--- src/hw/rtl/pve_pkg.sv ---
`default_nettype none
// ----------------------------------------------------------------------------
// pve_pkg
// Shared types and constants of the posting varint encoder.
// ----------------------------------------------------------------------------
package pve_pkg;

    localparam int ACTION_W   = 2;
    localparam int POS_W      = 36;
    localparam int STYLE_W    = 2;
    localparam int DOC_W      = 8;
    localparam int IN_DATA_W  = 48;

    localparam int WORD_W     = POS_W + DOC_W;   // widest code word
    localparam int ENC_W      = 56;
    localparam int LEN_W      = 3;
    localparam int OUT_DATA_W = 64;

    localparam int GROUP_BITS     = 6;
    localparam int GROUPS         = POS_W / GROUP_BITS;
    localparam int SPREAD_W       = 8 * GROUPS;
    localparam int ONE_BYTE_LIMIT = 7;
    localparam int EXTRA_STEP     = 5;
    localparam int MAX_EXTRA      = 6;

    typedef enum logic [ACTION_W-1:0] {
        ACT_BODY  = 2'd0,
        ACT_TITLE = 2'd1,
        ACT_EOD   = 2'd2,
        ACT_EOD_X = 2'd3
    } t_action;

    // Result of the layout stage: data bits placed in groups with the
    // continuation markers, the count of extra bytes and the overflow flag.
    typedef struct packed {
        logic                too_wide;
        logic [LEN_W-1:0]    extra;
        logic [SPREAD_W-1:0] spread;
    } t_layout;

endpackage
`default_nettype wire

--- src/hw/rtl/pve_layout.sv ---
`default_nettype none
// ----------------------------------------------------------------------------
// pve_layout
// Spreads a code word into 6-bit groups with continuation markers and
// counts the extra bytes the encoding needs.
// ----------------------------------------------------------------------------
module pve_layout (
    input  wire logic [pve_pkg::WORD_W-1:0] i_word,
    output pve_pkg::t_layout                o_layout
);
    import pve_pkg::*;

    logic [POS_W-1:0] l_low;

    assign l_low = i_word[POS_W-1:0];

    always_comb begin
        o_layout          = '0;
        o_layout.too_wide = |i_word[WORD_W-1:POS_W];

        for (int g = 0; g < GROUPS; g++) begin
            for (int b = 0; b < GROUP_BITS; b++) begin
                o_layout.spread[8*g + b] = l_low[GROUP_BITS*g + b];
            end
        end

        // A group is followed by the '10' marker when a later group holds bits.
        for (int g = 0; g < GROUPS - 1; g++) begin
            o_layout.spread[8*g + 7] = |(l_low >> (GROUP_BITS * (g + 1)));
        end

        // One extra byte for each length threshold the word reaches.
        for (int k = 0; k < MAX_EXTRA; k++) begin
            o_layout.extra = o_layout.extra
                + {2'b00, |(l_low >> (ONE_BYTE_LIMIT - 1 + EXTRA_STEP * k))};
        end
    end

endmodule
`default_nettype wire

--- src/hw/rtl/posting_varint_encoder.sv ---
`default_nettype none
// ----------------------------------------------------------------------------
// posting_varint_encoder
// Path: a word accepted at a rising edge is registered in stage 1, then in
// stage 2, one register stage per step, and is offered from stage 3.
// Throughput: one posting per cycle while the output is not stalled, set by
// the three-stage pipeline; a stall on the output holds stage 3 and each
// occupied stage with no empty stage after it, while words behind move up.
// Reset: synchronous, active low; clears the valid bits of all stages.
// ----------------------------------------------------------------------------
//
// Stage 1 forms the code word from the posting kind. Stage 2 places the word
// in 6-bit groups with '10' continuation markers and counts the extra bytes.
// Stage 3 adds the leading-ones prefix to the last byte and is the output
// register. Each stage advances when it is empty or the stage after it moves,
// so a full pipeline still takes a new word in the cycle the output drains.
module posting_varint_encoder (
    input  wire logic        i_clk,
    input  wire logic        i_rst_n,
    input  wire logic        s_axis_tvalid,
    output logic             s_axis_tready,
    // [1:0] action, [37:2] position_value, [39:38] style, [47:40] document_index
    input  wire logic [pve_pkg::IN_DATA_W-1:0]  s_axis_tdata,
    output logic             m_axis_tvalid,
    input  wire logic        m_axis_tready,
    // [55:0] encoded_bits, [58:56] byte_length, [63:59] zero
    output logic [pve_pkg::OUT_DATA_W-1:0] m_axis_tdata,
    // [0] too_wide
    output logic             m_axis_tuser
);
    import pve_pkg::*;

    // Input fields.
    t_action            l_action;
    logic [POS_W-1:0]   l_pos;
    logic [STYLE_W-1:0] l_style;
    logic [DOC_W-1:0]   l_doc;

    assign l_action = t_action'(s_axis_tdata[ACTION_W-1:0]);
    assign l_pos    = s_axis_tdata[ACTION_W+POS_W-1:ACTION_W];
    assign l_style  = s_axis_tdata[ACTION_W+POS_W+STYLE_W-1:ACTION_W+POS_W];
    assign l_doc    = s_axis_tdata[IN_DATA_W-1:ACTION_W+POS_W+STYLE_W];

    // Stage registers.
    logic                r_v1, r_v2, r_v3;
    logic [WORD_W-1:0]   r_word, n_word;
    t_layout             r_lay, n_lay;
    logic [ENC_W-1:0]    r_enc, n_enc;
    logic [LEN_W-1:0]    r_len, n_len;
    logic                r_wide;

    logic l_mv1, l_mv2, l_mv3;

    // A stage may load when it is empty or its content moves on.
    assign l_mv3 = !r_v3 || m_axis_tready;
    assign l_mv2 = !r_v2 || l_mv3;
    assign l_mv1 = !r_v1 || l_mv2;

    assign s_axis_tready = l_mv1;

    // Stage 1: code word. Bit 1 of the action selects the end-of-document
    // form, so the unused code behaves as an end of document.
    always_comb begin
        case (l_action)
            ACT_TITLE: n_word = {{DOC_W{1'b0}}, l_pos};
            ACT_BODY:  n_word = {{(DOC_W-STYLE_W){1'b0}}, l_pos, l_style};
            default:   n_word = {l_pos, l_doc};
        endcase
    end

    // Stage 2: group layout.
    pve_layout u_layout (
        .i_word   (r_word),
        .o_layout (n_lay)
    );

    // Stage 3: the last byte carries extra+1 ones at its top.
    logic [7:0] l_top;

    always_comb begin
        l_top = 8'(8'hFF << (3'd7 - r_lay.extra));
        n_enc = {{(ENC_W-SPREAD_W){1'b0}}, r_lay.spread}
              | (ENC_W'(l_top) << {r_lay.extra, 3'b000});
        n_len = r_lay.extra + 3'd1;
        if (r_lay.too_wide) begin
            n_enc = '0;
            n_len = '0;
        end
    end

    always_ff @(posedge i_clk) begin
        if (!i_rst_n) begin
            r_v1 <= 1'b0;
            r_v2 <= 1'b0;
            r_v3 <= 1'b0;
        end else begin
            if (l_mv1) r_v1 <= s_axis_tvalid;
            if (l_mv2) r_v2 <= r_v1;
            if (l_mv3) r_v3 <= r_v2;
        end
    end

    always_ff @(posedge i_clk) begin
        if (l_mv1) r_word <= n_word;
        if (l_mv2) r_lay  <= n_lay;
        if (l_mv3) begin
            r_enc  <= n_enc;
            r_len  <= n_len;
            r_wide <= r_lay.too_wide;
        end
    end

    assign m_axis_tvalid = r_v3;
    assign m_axis_tdata  = {{(OUT_DATA_W-ENC_W-LEN_W){1'b0}}, r_len, r_enc};
    assign m_axis_tuser  = r_wide;

endmodule
`default_nettype wire

--- config.mk ---
export PLATFORM = sky130hd
export DESIGN_NAME = posting_varint_encoder
export DESIGN_NICKNAME = d
export VERILOG_FILES = /design/src/hw/rtl/pve_pkg.sv /design/src/hw/rtl/pve_layout.sv /design/src/hw/rtl/posting_varint_encoder.sv
export SDC_FILE = /design/constraint.sdc
export NUM_CORES = 1
export LEC_CHECK = 0
export BUFFER_PORTS_ARGS = -buffer_cell sky130_fd_sc_hd__buf_4
export CORE_MARGIN = 2
export CORE_UTILIZATION = 55
export CTS_BUF_LIST = sky130_fd_sc_hd__clkbuf_4 sky130_fd_sc_hd__clkbuf_8 sky130_fd_sc_hd__clkbuf_16
export DETAILED_ROUTE_END_ITERATION = 8
export MAX_ROUTING_LAYER = met4
export PLACE_DENSITY = 0.78
export SETUP_SLACK_MARGIN = 0.5
export SLEW_MARGIN = 15
export SYNTH_ARGS = -nofsm -noshare
export SYNTH_HDL_FRONTEND = slang
export SYNTH_HIERARCHICAL = 1
export SYNTH_SLANG_ARGS = --single-unit
--- constraint.sdc ---
create_clock -name i_clk -period 4.2 [get_ports i_clk]
set_clock_uncertainty 0.2 [all_clocks]
set_input_delay 0.42 -clock i_clk [delete_from_list [all_inputs] [get_ports i_clk]]
set_output_delay 0.42 -clock i_clk [all_outputs]
set_load 0.005 [all_outputs]
==> reports/results.ini, run 1 <==
[clock_tree]
numCtsBuffers=17
clock_path_buffers=2
htreeDepth=4
cts_tree=yes
clock-sinks=158
path_clk_slew_ns=0.07
cts_root_buf=clkbuf_16
insertion_delay_ns=0.41
cts_hold_buf=0

[sta]
min_period_ns=3.66
finalCritPeriodShare=0.871
maxSlewViolCount=0
rsz0062_at_grt=yes
relSlewSlack=0.290
setup_viol=0
finalSetupTns_ns=0
fmax_mhz=273
finalWorstSetupSlack_ns=0.541
worst_slew_pin_slew_ns=1.06
finalHoldViolCount=0

[hold_path]
min_from=i_rst_n
whs_path_depth=2
whs_endpoint=r_v2
min_path_type=in2reg

[cells_and_area]
drive_above_1_share=0.275
antennaDiodeCount=0
final_cell_area_mm2=0.00819
multiInputGateArea_mm2=0.00169
finish.net_count=645
synthToLayoutAreaGrowth_pct=18.3
fill_cells=887
regArea_mm2=0.00471

[worst_setup_path]
timing.rr.start=r_word[35]
crit_top_cell=fa_1
crit_path_start=r_word[35]
ff2ff_setup_slack_ns=0.54
reg2reg_depth=8
endpoint_kind=flop
path_buf_inv=1
crit_slowest_cell=or4_4
slowest_delay_ns=0.58
critPathMaxFanout=3
r2r_end=r_lay[49]
cp_top_family=adder cells
worst_ep_arrival_time_ns=3.61
cp-start-kind=flop
worstPathRequired_ns=4.15
path_cells=or4_4 > or2_2 > nor3_2 > fa_1 > fa_1 > inv_1 > ha_2 > fa_1
criticalPathCategory=reg2reg

[grt]
grt_pass1_wl_mm=18.5
overflow=0
grt_max_degree=83
grt_usage=0.191
grt_antenna_before_repair=0
grt_pass1_vias=3689

[detailed_routing]
drc=0
vias=3883
detail_route.iter0.violations=282
viasPerCell=5.08
ant_nets=0
dr.pass1.iters=5
finalWirelength_mm=12.1
wl_per_cell_um=15.8

[pwr]
vdd_drop_max_uv=261
power_density_mw_per_mm2=432
p_leak_nw=3.49

[floorplan]
die_w_um=116
core-area_mm2=0.0122
num_io_pins=119
die_area_mm2=0.0135
fp-row-count=40
start_util=0.570
dieHeight_um=116

[placement]
dp_slack_ns=0.489
dpl.hpwl_mm=8.27
place_area_mm2=0.00756
port_buffers=113
routabilityCongestion=0.852

[synth]
yosysUniqueCellTypes=39
synth_top_area_frac=0.672
synth_most_common_cell=edfxtp_1
ys_warn_count=6
yosys-top-cells-count=edfxtp_1, buf_4, nand2_1
synth_largest_area_cell=edfxtp_1
synth_edf_count=155
async_flop_share=0
synthTopCellsByArea=edfxtp_1, buf_4, mux2i_1
ys_ff_latch=158
synth_cells=508
syn-cell-area_mm2=0.00693
ys_dominant_reg_cell=edfxtp_1
yosysSeqAreaShare=0.681
syn_area_per_cell_um2=13.6

[run]
cap_viol_max_count=0

[status]
status=complete, no violations

-- per-layer routing --
metal	share of wire	wire length, um	track usage	vias up
met5	0	0	-	-
met3	0.056	673	0.0493	6
met2	0.50	5980	0.294	149
met1	0.44	5350	0.250	1831
met4	0.0055	66	0.0643	0
li1	-	-	-	1897
-- worst max-delay path by stage --
stage / end / depth (start not counted) / slack (ns)
2_1_floorplan: r_lay[49] / 8 / 0.62
6_report: r_lay[49] / 8 / 0.54
3_3_place_gp: r_lay[49] / 9 / 0.54
3_5_place_dp: r_lay[49] / 9 / 0.49
4_1_cts: r_lay[49] / 9 / 0.53
5_1_grt: r_lay[49] / 9 / 0.43
-- final cells by class --
cell class	count	share of cell area
clock buffers	17	0.0519
clock inverters	15	0.0160
inverters	34	0.0157
multi-input cells	253	0.206
flip-flops and latches	158	0.576
well taps	168	0.0257
repair buffers	119	0.109
-- per-stage QoR --
stage / util / total power [mW] / hold slack (ns) / cells
2_1_floorplan: - / 2.07 / 0.224 / 518
3_3_place_gp: 0.622 / 2.14 / 0.203 / 729
3_5_place_dp: 0.622 / 2.16 / 0.217 / 729
4_1_cts: 0.672 / 3.56 / 0.0134 / 764
5_1_grt: 0.674 / 3.67 / 0.00718 / 764
6_report: 0.674 / 3.54 / 0.0302 / 764
-- sequential cells by signal, indices dropped and copies added (netlist names) --
register,flops
m_axis_tvalid,1
r_v2,1
r_enc,55
r_len,3
r_lay,52
r_word,44
m_axis_tuser,1
r_v1,1
-- power by group --
group / switching [mW] / internal (mW) / leakage [nW]
Combinational: 0.115 / 0.120 / 1.47
Clock: 0.633 / 0.776 / 0.266
Sequential: 0.0492 / 1.84 / 1.75
-- worst register-to-register path: cells and delay by family, from the launching register on --
kind / cells / cell delay (ns)
adder cells (fa/ha/maj): 4 / 1.60
buffers and inverters: 1 / 0.06
flip-flops: 1 / 0.38
AND/OR/NAND/NOR: 3 / 1.15
-- cell usage in the layout (no fill, tap or decap), drive strengths merged, types with 8 or more instances in the layout --
cell and count:
buf 119, nand2b 8, mux2i 36, nor2 10, nor2b 25, nand2 41, o21ai 38, conb 12
clkbuf 17, inv 39, edfxtp 155, a21oi 25
-- cell families (layout without fill, tap and decap cells) --
family / Yosys count / in the layout / synth area share
flops: 158 / 158 / 0.681
fa+ha+maj: 10 / 10 / 0.0213
other cells: 2 / 12 / 0.00108
compound gates: 67 / 67 / 0.0497
mux: 36 / 36 / 0.0520
simple gates: 128 / 128 / 0.107
buf+inv: 107 / 185 / 0.0881
-- repair_timing --
| action | CTS | global route |
|---|---|---|
| pin swaps | 6 | 5 |
| setup endpoints to repair | 2 | 2 |
| gates resized for setup | 6 | 3 |
| setup buffers | 3 | 0 |
Note: power is estimated with default switching activity, not from simulation.
==> inputs of run 2 (changes only) <==
- CORE_MARGIN: 2 -> not set
- clock period: 4.2 -> 3.8 ns (I/O delays scaled with it)
==> reports/results.ini, run 2 (same netlist as run 1, synthesis figures left out) <==
[detailed_routing]
drc=0  ; unchanged
dr.pass1.iters=4  ; -1
ant_nets=0  ; unchanged
detail_route.iter0.violations=307  ; +8.9%
wl_per_cell_um=15.5  ; -2.2%
vias=3879  ; -0.10%
finalWirelength_mm=11.9  ; -1.3%
viasPerCell=5.03  ; -1.0%

[placement]
dpl.cell_count=730  ; +0.14%
port_buffers=113  ; unchanged
dp_slack_ns=0.0582  ; -0.431 ns
routabilityCongestion=0.829  ; -2.8%
place_area_mm2=0.00761  ; +0.58%
dpl.hpwl_mm=8.02  ; -3.0%

[pwr]
vdd_drop_max_uv=313  ; +20%
p_leak_nw=3.58  ; +2.5%
power_density_mw_per_mm2=498  ; +15%
total_power_mw=4.16  ; +18%

[clock_tree]
insertion_delay_ns=0.41  ; about the same
cts_tree=yes
path_clk_slew_ns=0.06  ; about the same
htreeDepth=4  ; unchanged
cts_root_buf=clkbuf_16
numCtsBuffers=17  ; unchanged
clock-sinks=158  ; unchanged
clock_path_buffers=2  ; unchanged

[run]
cap_viol_max_count=0  ; unchanged

[cells_and_area]
final_cell_area_mm2=0.00836  ; +2.0%
layout_commonest_cell=edfxtp_1
drive_above_1_share=0.280  ; +0.00510
largest_register=r_enc
fin_util=0.687  ; +0.0136
synthToLayoutAreaGrowth_pct=20.6
regArea_mm2=0.00471  ; unchanged
fin_cells=771  ; +0.92%
multiInputGateArea_mm2=0.00172  ; +1.6%
final_cell_mix=edfxtp_1, buf_4, nand2_1, mux2i_1, inv_1
largest_reg_flops=55  ; unchanged
fill_cells=872  ; -1.7%
antennaDiodeCount=0  ; unchanged
top_regs=r_enc: 55 flops, r_lay: 52 flops, r_word: 44 flops
finish.net_count=652  ; +1.1%

[sta]
finalHoldViolCount=0  ; unchanged
setup_viol=0  ; unchanged
min_period_ns=3.70  ; +0.0394 ns
fmax_mhz=270  ; -1.1%
finalSetupTns_ns=0  ; unchanged
finalCritPeriodShare=0.973  ; +0.102
worst_slew_pin_slew_ns=1.06  ; -0.00614 ns
timing.hold.ws_ns=0.0555  ; +0.0253 ns
maxSlewViolCount=0  ; unchanged
rsz0062_at_grt=yes
relSlewSlack=0.294  ; +0.00410
finalWorstSetupSlack_ns=0.101  ; -0.439 ns

[hold_path]
min_path_type=in2reg

[floorplan]
core-area_mm2=0.0122  ; unchanged
die_area_mm2=0.0130  ; -3.4%
start_util=0.570  ; unchanged
dieHeight_um=114  ; -1.7%
fp-row-count=40  ; unchanged
die_w_um=114  ; -1.7%
num_io_pins=119  ; unchanged

[worst_setup_path]
crit_slowest_cell=or4_4
endpoint_kind=flop
slowest_delay_ns=0.57  ; about the same
path_cells=or4_4 > nor3_4 > nand4_4 > nor3_4 > fa_1 > fa_1 > inv_2 > ha_4 > fa_2
worstPathRequired_ns=3.75  ; -0.40 ns
worst_ep_arrival_time_ns=3.65  ; +0.04 ns
cp-start-kind=flop
criticalPathCategory=reg2reg
critPathMaxFanout=4  ; +1

[grt]
grt_max_degree=83  ; unchanged
grt_antenna_before_repair=0  ; unchanged
overflow=0  ; unchanged
grt_pass1_vias=3717  ; +0.76%
grt_usage=0.201  ; +0.0105
grt_pass1_wl_mm=18.8  ; +1.5%

[status]
status=complete, no violations

## run 2: cell types whose count changed in the layout (fill, tap and decap cells not counted), moves of 2 or more
cell           previous run  this run
clkinv_4                  5         1
dlygate4sd3_1             0         3
inv_8                     3         0
buf_4                   119       123
bufinv_16                 0         5
clkbuf_4                  0         2
clkinv_1                  0         3
inv_6                     3         0
inv_2                     1         3
## run 2: final cells by class
| class | instances | area share |
|---|---|---|
| Inverter | 34 | 0.0153 |
| Tap cell | 168 | 0.0252 |
| Sequential cell | 158 | 0.564 |
| Multi-Input combinational cell | 253 | 0.205 |
| Clock buffer | 19 | 0.0527 |
| Clock inverter | 13 | 0.0234 |
| Timing Repair Buffer | 126 | 0.114 |
## run 2: report_power, final
group	internal (mW)	total, mW	switching (mW)
Clock	1.17	1.80	0.625
Sequential	2.04	2.09	0.0504
Combinational	0.142	0.275	0.133
## run 2: worst paths after layout
path	from	to	slack (ns)	cells after the start
max	r_word[30]	r_lay[49]	0.10	9
min	s_axis_tdata[40]	r_word[0]	0.06	3
max reg2reg	r_word[30]	r_lay[49]	0.10	9
min reg2reg	r_word[1]	r_lay[1]	0.22	0
## run 2: worst max-delay path, delay by kind of cell (launching register included)
family	cells	cell delay, ns
adder cells (fa/ha/maj)	4	1.54
buffers and inverters	1	0.05
flip-flops	1	0.40
AND/OR/NAND/NOR	4	1.25
## run 2: layer usage
layer,share of wire,vias up,track usage
li1,-,1906,-
met5,0,-,-
met3,0.042,8,0.0566
met1,0.46,1846,0.265
met2,0.50,119,0.308
met4,0.0048,0,0.0580
## run 2: what timing repair did
action | CTS | global route
hold endpoints to repair | 3 | 0
endpoints found under the setup margin | 3 | 3
hold buffers | 3 | 0
pin swaps | 0 | 9
gates resized for setup | 1 | 6
buffers inserted | 0 | 6
==> inputs of run 3 (changes only) <==
- PLACE_DENSITY: 0.78 -> 0.79
- SYNTH_HIERARCHICAL: 1 -> not set
==> reports/results.ini, run 3 <==
[pwr]
switching_share=0.208  ; +0.0136
p_sw_mw=0.790  ; -2.2%
p_comb_frac=0.067  ; about the same
vdd_drop_max_uv=353  ; +13%
intPower_mw=3.01  ; -10%
p_leak_nw=3.38  ; -5.5%
pwr-share-clk=0.406  ; -0.026
power_density_mw_per_mm2=475  ; -4.6%
p_seq_frac=0.527  ; +0.025

[placement]
place_area_mm2=0.00721  ; -5.2%
dpl.hpwl_mm=7.51  ; -6.3%
dp_slack_ns=0.152  ; +0.0939 ns
port_buffers=113  ; unchanged
routabilityCongestion=0.867  ; +4.6%

[cells_and_area]
drive_above_1_share=0.316  ; +0.0360
largest_register=r_enc
fill_cells=709  ; -19%
final_cell_area_mm2=0.00800  ; -4.3%
fin_util=0.729  ; +0.0414
synthToLayoutAreaGrowth_pct=27.7
final_cell_mix=edfxtp_1, buf_4, nand2_1, mux2i_1, o21ai_0
finish.net_count=636  ; -2.5%
largest_reg_flops=55  ; unchanged
antennaDiodeCount=0  ; unchanged
layout_commonest_cell=edfxtp_1
top_regs=r_enc: 55 flops, r_lay: 45 flops, r_word: 44 flops

[hold_path]
min_path_type=in2reg
whs_path_depth=3  ; unchanged
whs_endpoint=r_v1
min_from=s_axis_tvalid

[grt]
grt_usage=0.214  ; +0.0128
grt_pass1_vias=3593  ; -3.3%
overflow=0  ; unchanged
grt_pass1_wl_mm=17.6  ; -6.1%
grt_max_degree=82  ; -1.2%
grt_antenna_before_repair=0  ; unchanged

[synth]
synthTopCellsByArea=edfxtp_1, mux2i_1, o21ai_0
yosysSeqAreaShare=0.719  ; +0.0381
synth_top_area_frac=0.709  ; +0.0372
synth_edf_count=148  ; -4.5%
syn-cell-area_mm2=0.00627  ; -9.5%
ys_dominant_reg_cell=edfxtp_1
synth_largest_area_cell=edfxtp_1
syn_area_per_cell_um2=14.2  ; +4.2%
synth_cells=441  ; -13%
yosys-top-cells-count=edfxtp_1, nand2_1, mux2i_1, o21ai_0, nor2_1
ys_ff_latch=151  ; -4.4%
ys_warn_count=0  ; -6
synth_most_common_cell=edfxtp_1
yosysUniqueCellTypes=35  ; -10%
async_flop_share=0  ; unchanged

[detailed_routing]
viasPerCell=5.32  ; +5.8%
detail_route.iter0.violations=132  ; -57%
dr.pass1.iters=4  ; unchanged
ant_nets=0  ; unchanged
drc=0  ; unchanged
vias=3859  ; -0.52%
finalWirelength_mm=11.7  ; -2.2%
wl_per_cell_um=16.1  ; +4.0%

[worst_setup_path]
slowest_delay_ns=0.58  ; about the same
cp_top_family=adder cells
cp-start-kind=flop
endpoint_kind=flop
path_cells=or4_4 > nor4_4 > nand3_2 > ha_4 > inv_2 > fa_1 > inv_2 > fa_2 > fa_2
crit_path_start=r_word[19]
timing.rr.start=r_word[19]
reg2reg_depth=9  ; unchanged
crit_slowest_cell=or4_4
path_buf_inv=2  ; +1
critPathMaxFanout=3  ; -1
r2r_end=r_lay[49]
worstPathRequired_ns=3.75  ; about the same
criticalPathCategory=reg2reg
worst_ep_arrival_time_ns=3.67  ; +0.02 ns
ff2ff_setup_slack_ns=0.08  ; -0.02 ns

[clock_tree]
path_clk_slew_ns=0.06  ; about the same
insertion_delay_ns=0.41  ; about the same
cts_tree=yes
cts_root_buf=clkbuf_16
htreeDepth=4  ; unchanged
clock_path_buffers=2  ; unchanged
clock-sinks=151  ; -4.4%
numCtsBuffers=17  ; unchanged

[floorplan]
dieHeight_um=109  ; -4.8%
fp-row-count=38  ; -5.0%
die_w_um=109  ; -4.8%
num_io_pins=119  ; unchanged
die_area_mm2=0.0118  ; -9.4%
start_util=0.571  ; +0.00108
core-area_mm2=0.0110  ; -9.7%

[sta]
finalHoldViolCount=0  ; unchanged
min_period_ns=3.72  ; +0.0163 ns
worst_slew_pin_slew_ns=1.02  ; -0.0342 ns
maxSlewViolCount=0  ; unchanged
finalSetupTns_ns=0  ; unchanged
finalCritPeriodShare=0.978  ; +0.00428
finalWorstSetupSlack_ns=0.0850  ; -0.0163 ns
setup_viol=0  ; unchanged
fmax_mhz=269  ; -0.44%
relSlewSlack=0.315  ; +0.0214
rsz0062_at_grt=yes

[run]
cap_viol_max_count=0  ; unchanged

[status]
status=complete, no violations

==> run 3: final cells by class <==
cell class | instances | area (um^2) | share of cell area
Tap cell | 140 | 175 | 0.0219
Multi-Input combinational cell | 255 | 1680 | 0.210
Clock inverter | 12 | 106 | 0.0133
Sequential cell | 151 | 4500 | 0.563
Timing Repair Buffer | 136 | 1040 | 0.130
Clock buffer | 20 | 454 | 0.0568
Inverter | 11 | 42.5 | 0.00532
==> run 3: worst max path at each step <==
stage / to / slack [ns] / depth (start not counted)
finish: r_lay[49] / 0.08 / 9
global route: r_lay[49] / 0.02 / 9
CTS: r_lay[49] / 0.09 / 9
detailed placement: r_lay[49] / 0.15 / 9
floorplan: r_lay[49] / 0.37 / 9
global placement: r_lay[49] / 0.25 / 9
==> run 3: power groups by stage <==
| stage | clock network [mW] | logic, mW | registers (mW) |
|---|---|---|---|
| after floorplan | 0 | 0.125 | 2.01 |
| after global placement | 0 | 0.244 | 2.03 |
| after detailed placement | 0 | 0.247 | 2.03 |
| after CTS | 1.56 | 0.249 | 2.00 |
| after global routing | 1.64 | 0.281 | 2.01 |
| final | 1.54 | 0.255 | 2.00 |
==> run 3: tightest hold or removal path: stages <==
cell	delay, ns
buf_4	0.11
inv_1	0.04
a21boi_0	0.06
==> run 3: routing by layer <==
metal	vias to the layer above	track usage	part of all wire	wire, um
met5	-	-	0	0
met4	0	0.0975	0.024	281
li1	1860	-	-	-
met2	177	0.316	0.48	5640
met3	18	0.0574	0.060	704
met1	1804	0.280	0.43	5030
==> run 3: cells by family after synthesis <==
family / Yosys count / synth area share
buffers and inverters: 39 / 0.0277
other: 1 / 0.000598
and+or+nand+nor: 145 / 0.120
adders and majority gates: 12 / 0.0276
AOI/OAI and AO/OA: 57 / 0.0483
DFF: 151 / 0.719
muxes: 36 / 0.0575
==> run 3: stage by stage <==
step                      cells  total power [mW]  hold WS (ns)
after floorplan             445              2.14         0.200
after global placement      672              2.27         0.208
after detailed placement    672              2.28         0.213
after CTS                   720              3.81       0.00931
after global routing        725              3.93        0.0452
final                       725              3.80        0.0214
==> run 3: what timing repair did <==
action	CTS	global route
pin swaps	4	7
hold buffers	1	0
buffers inserted	15	5
endpoints found under the setup margin	3	4
hold endpoints to repair	2	0
resized for setup	1	12
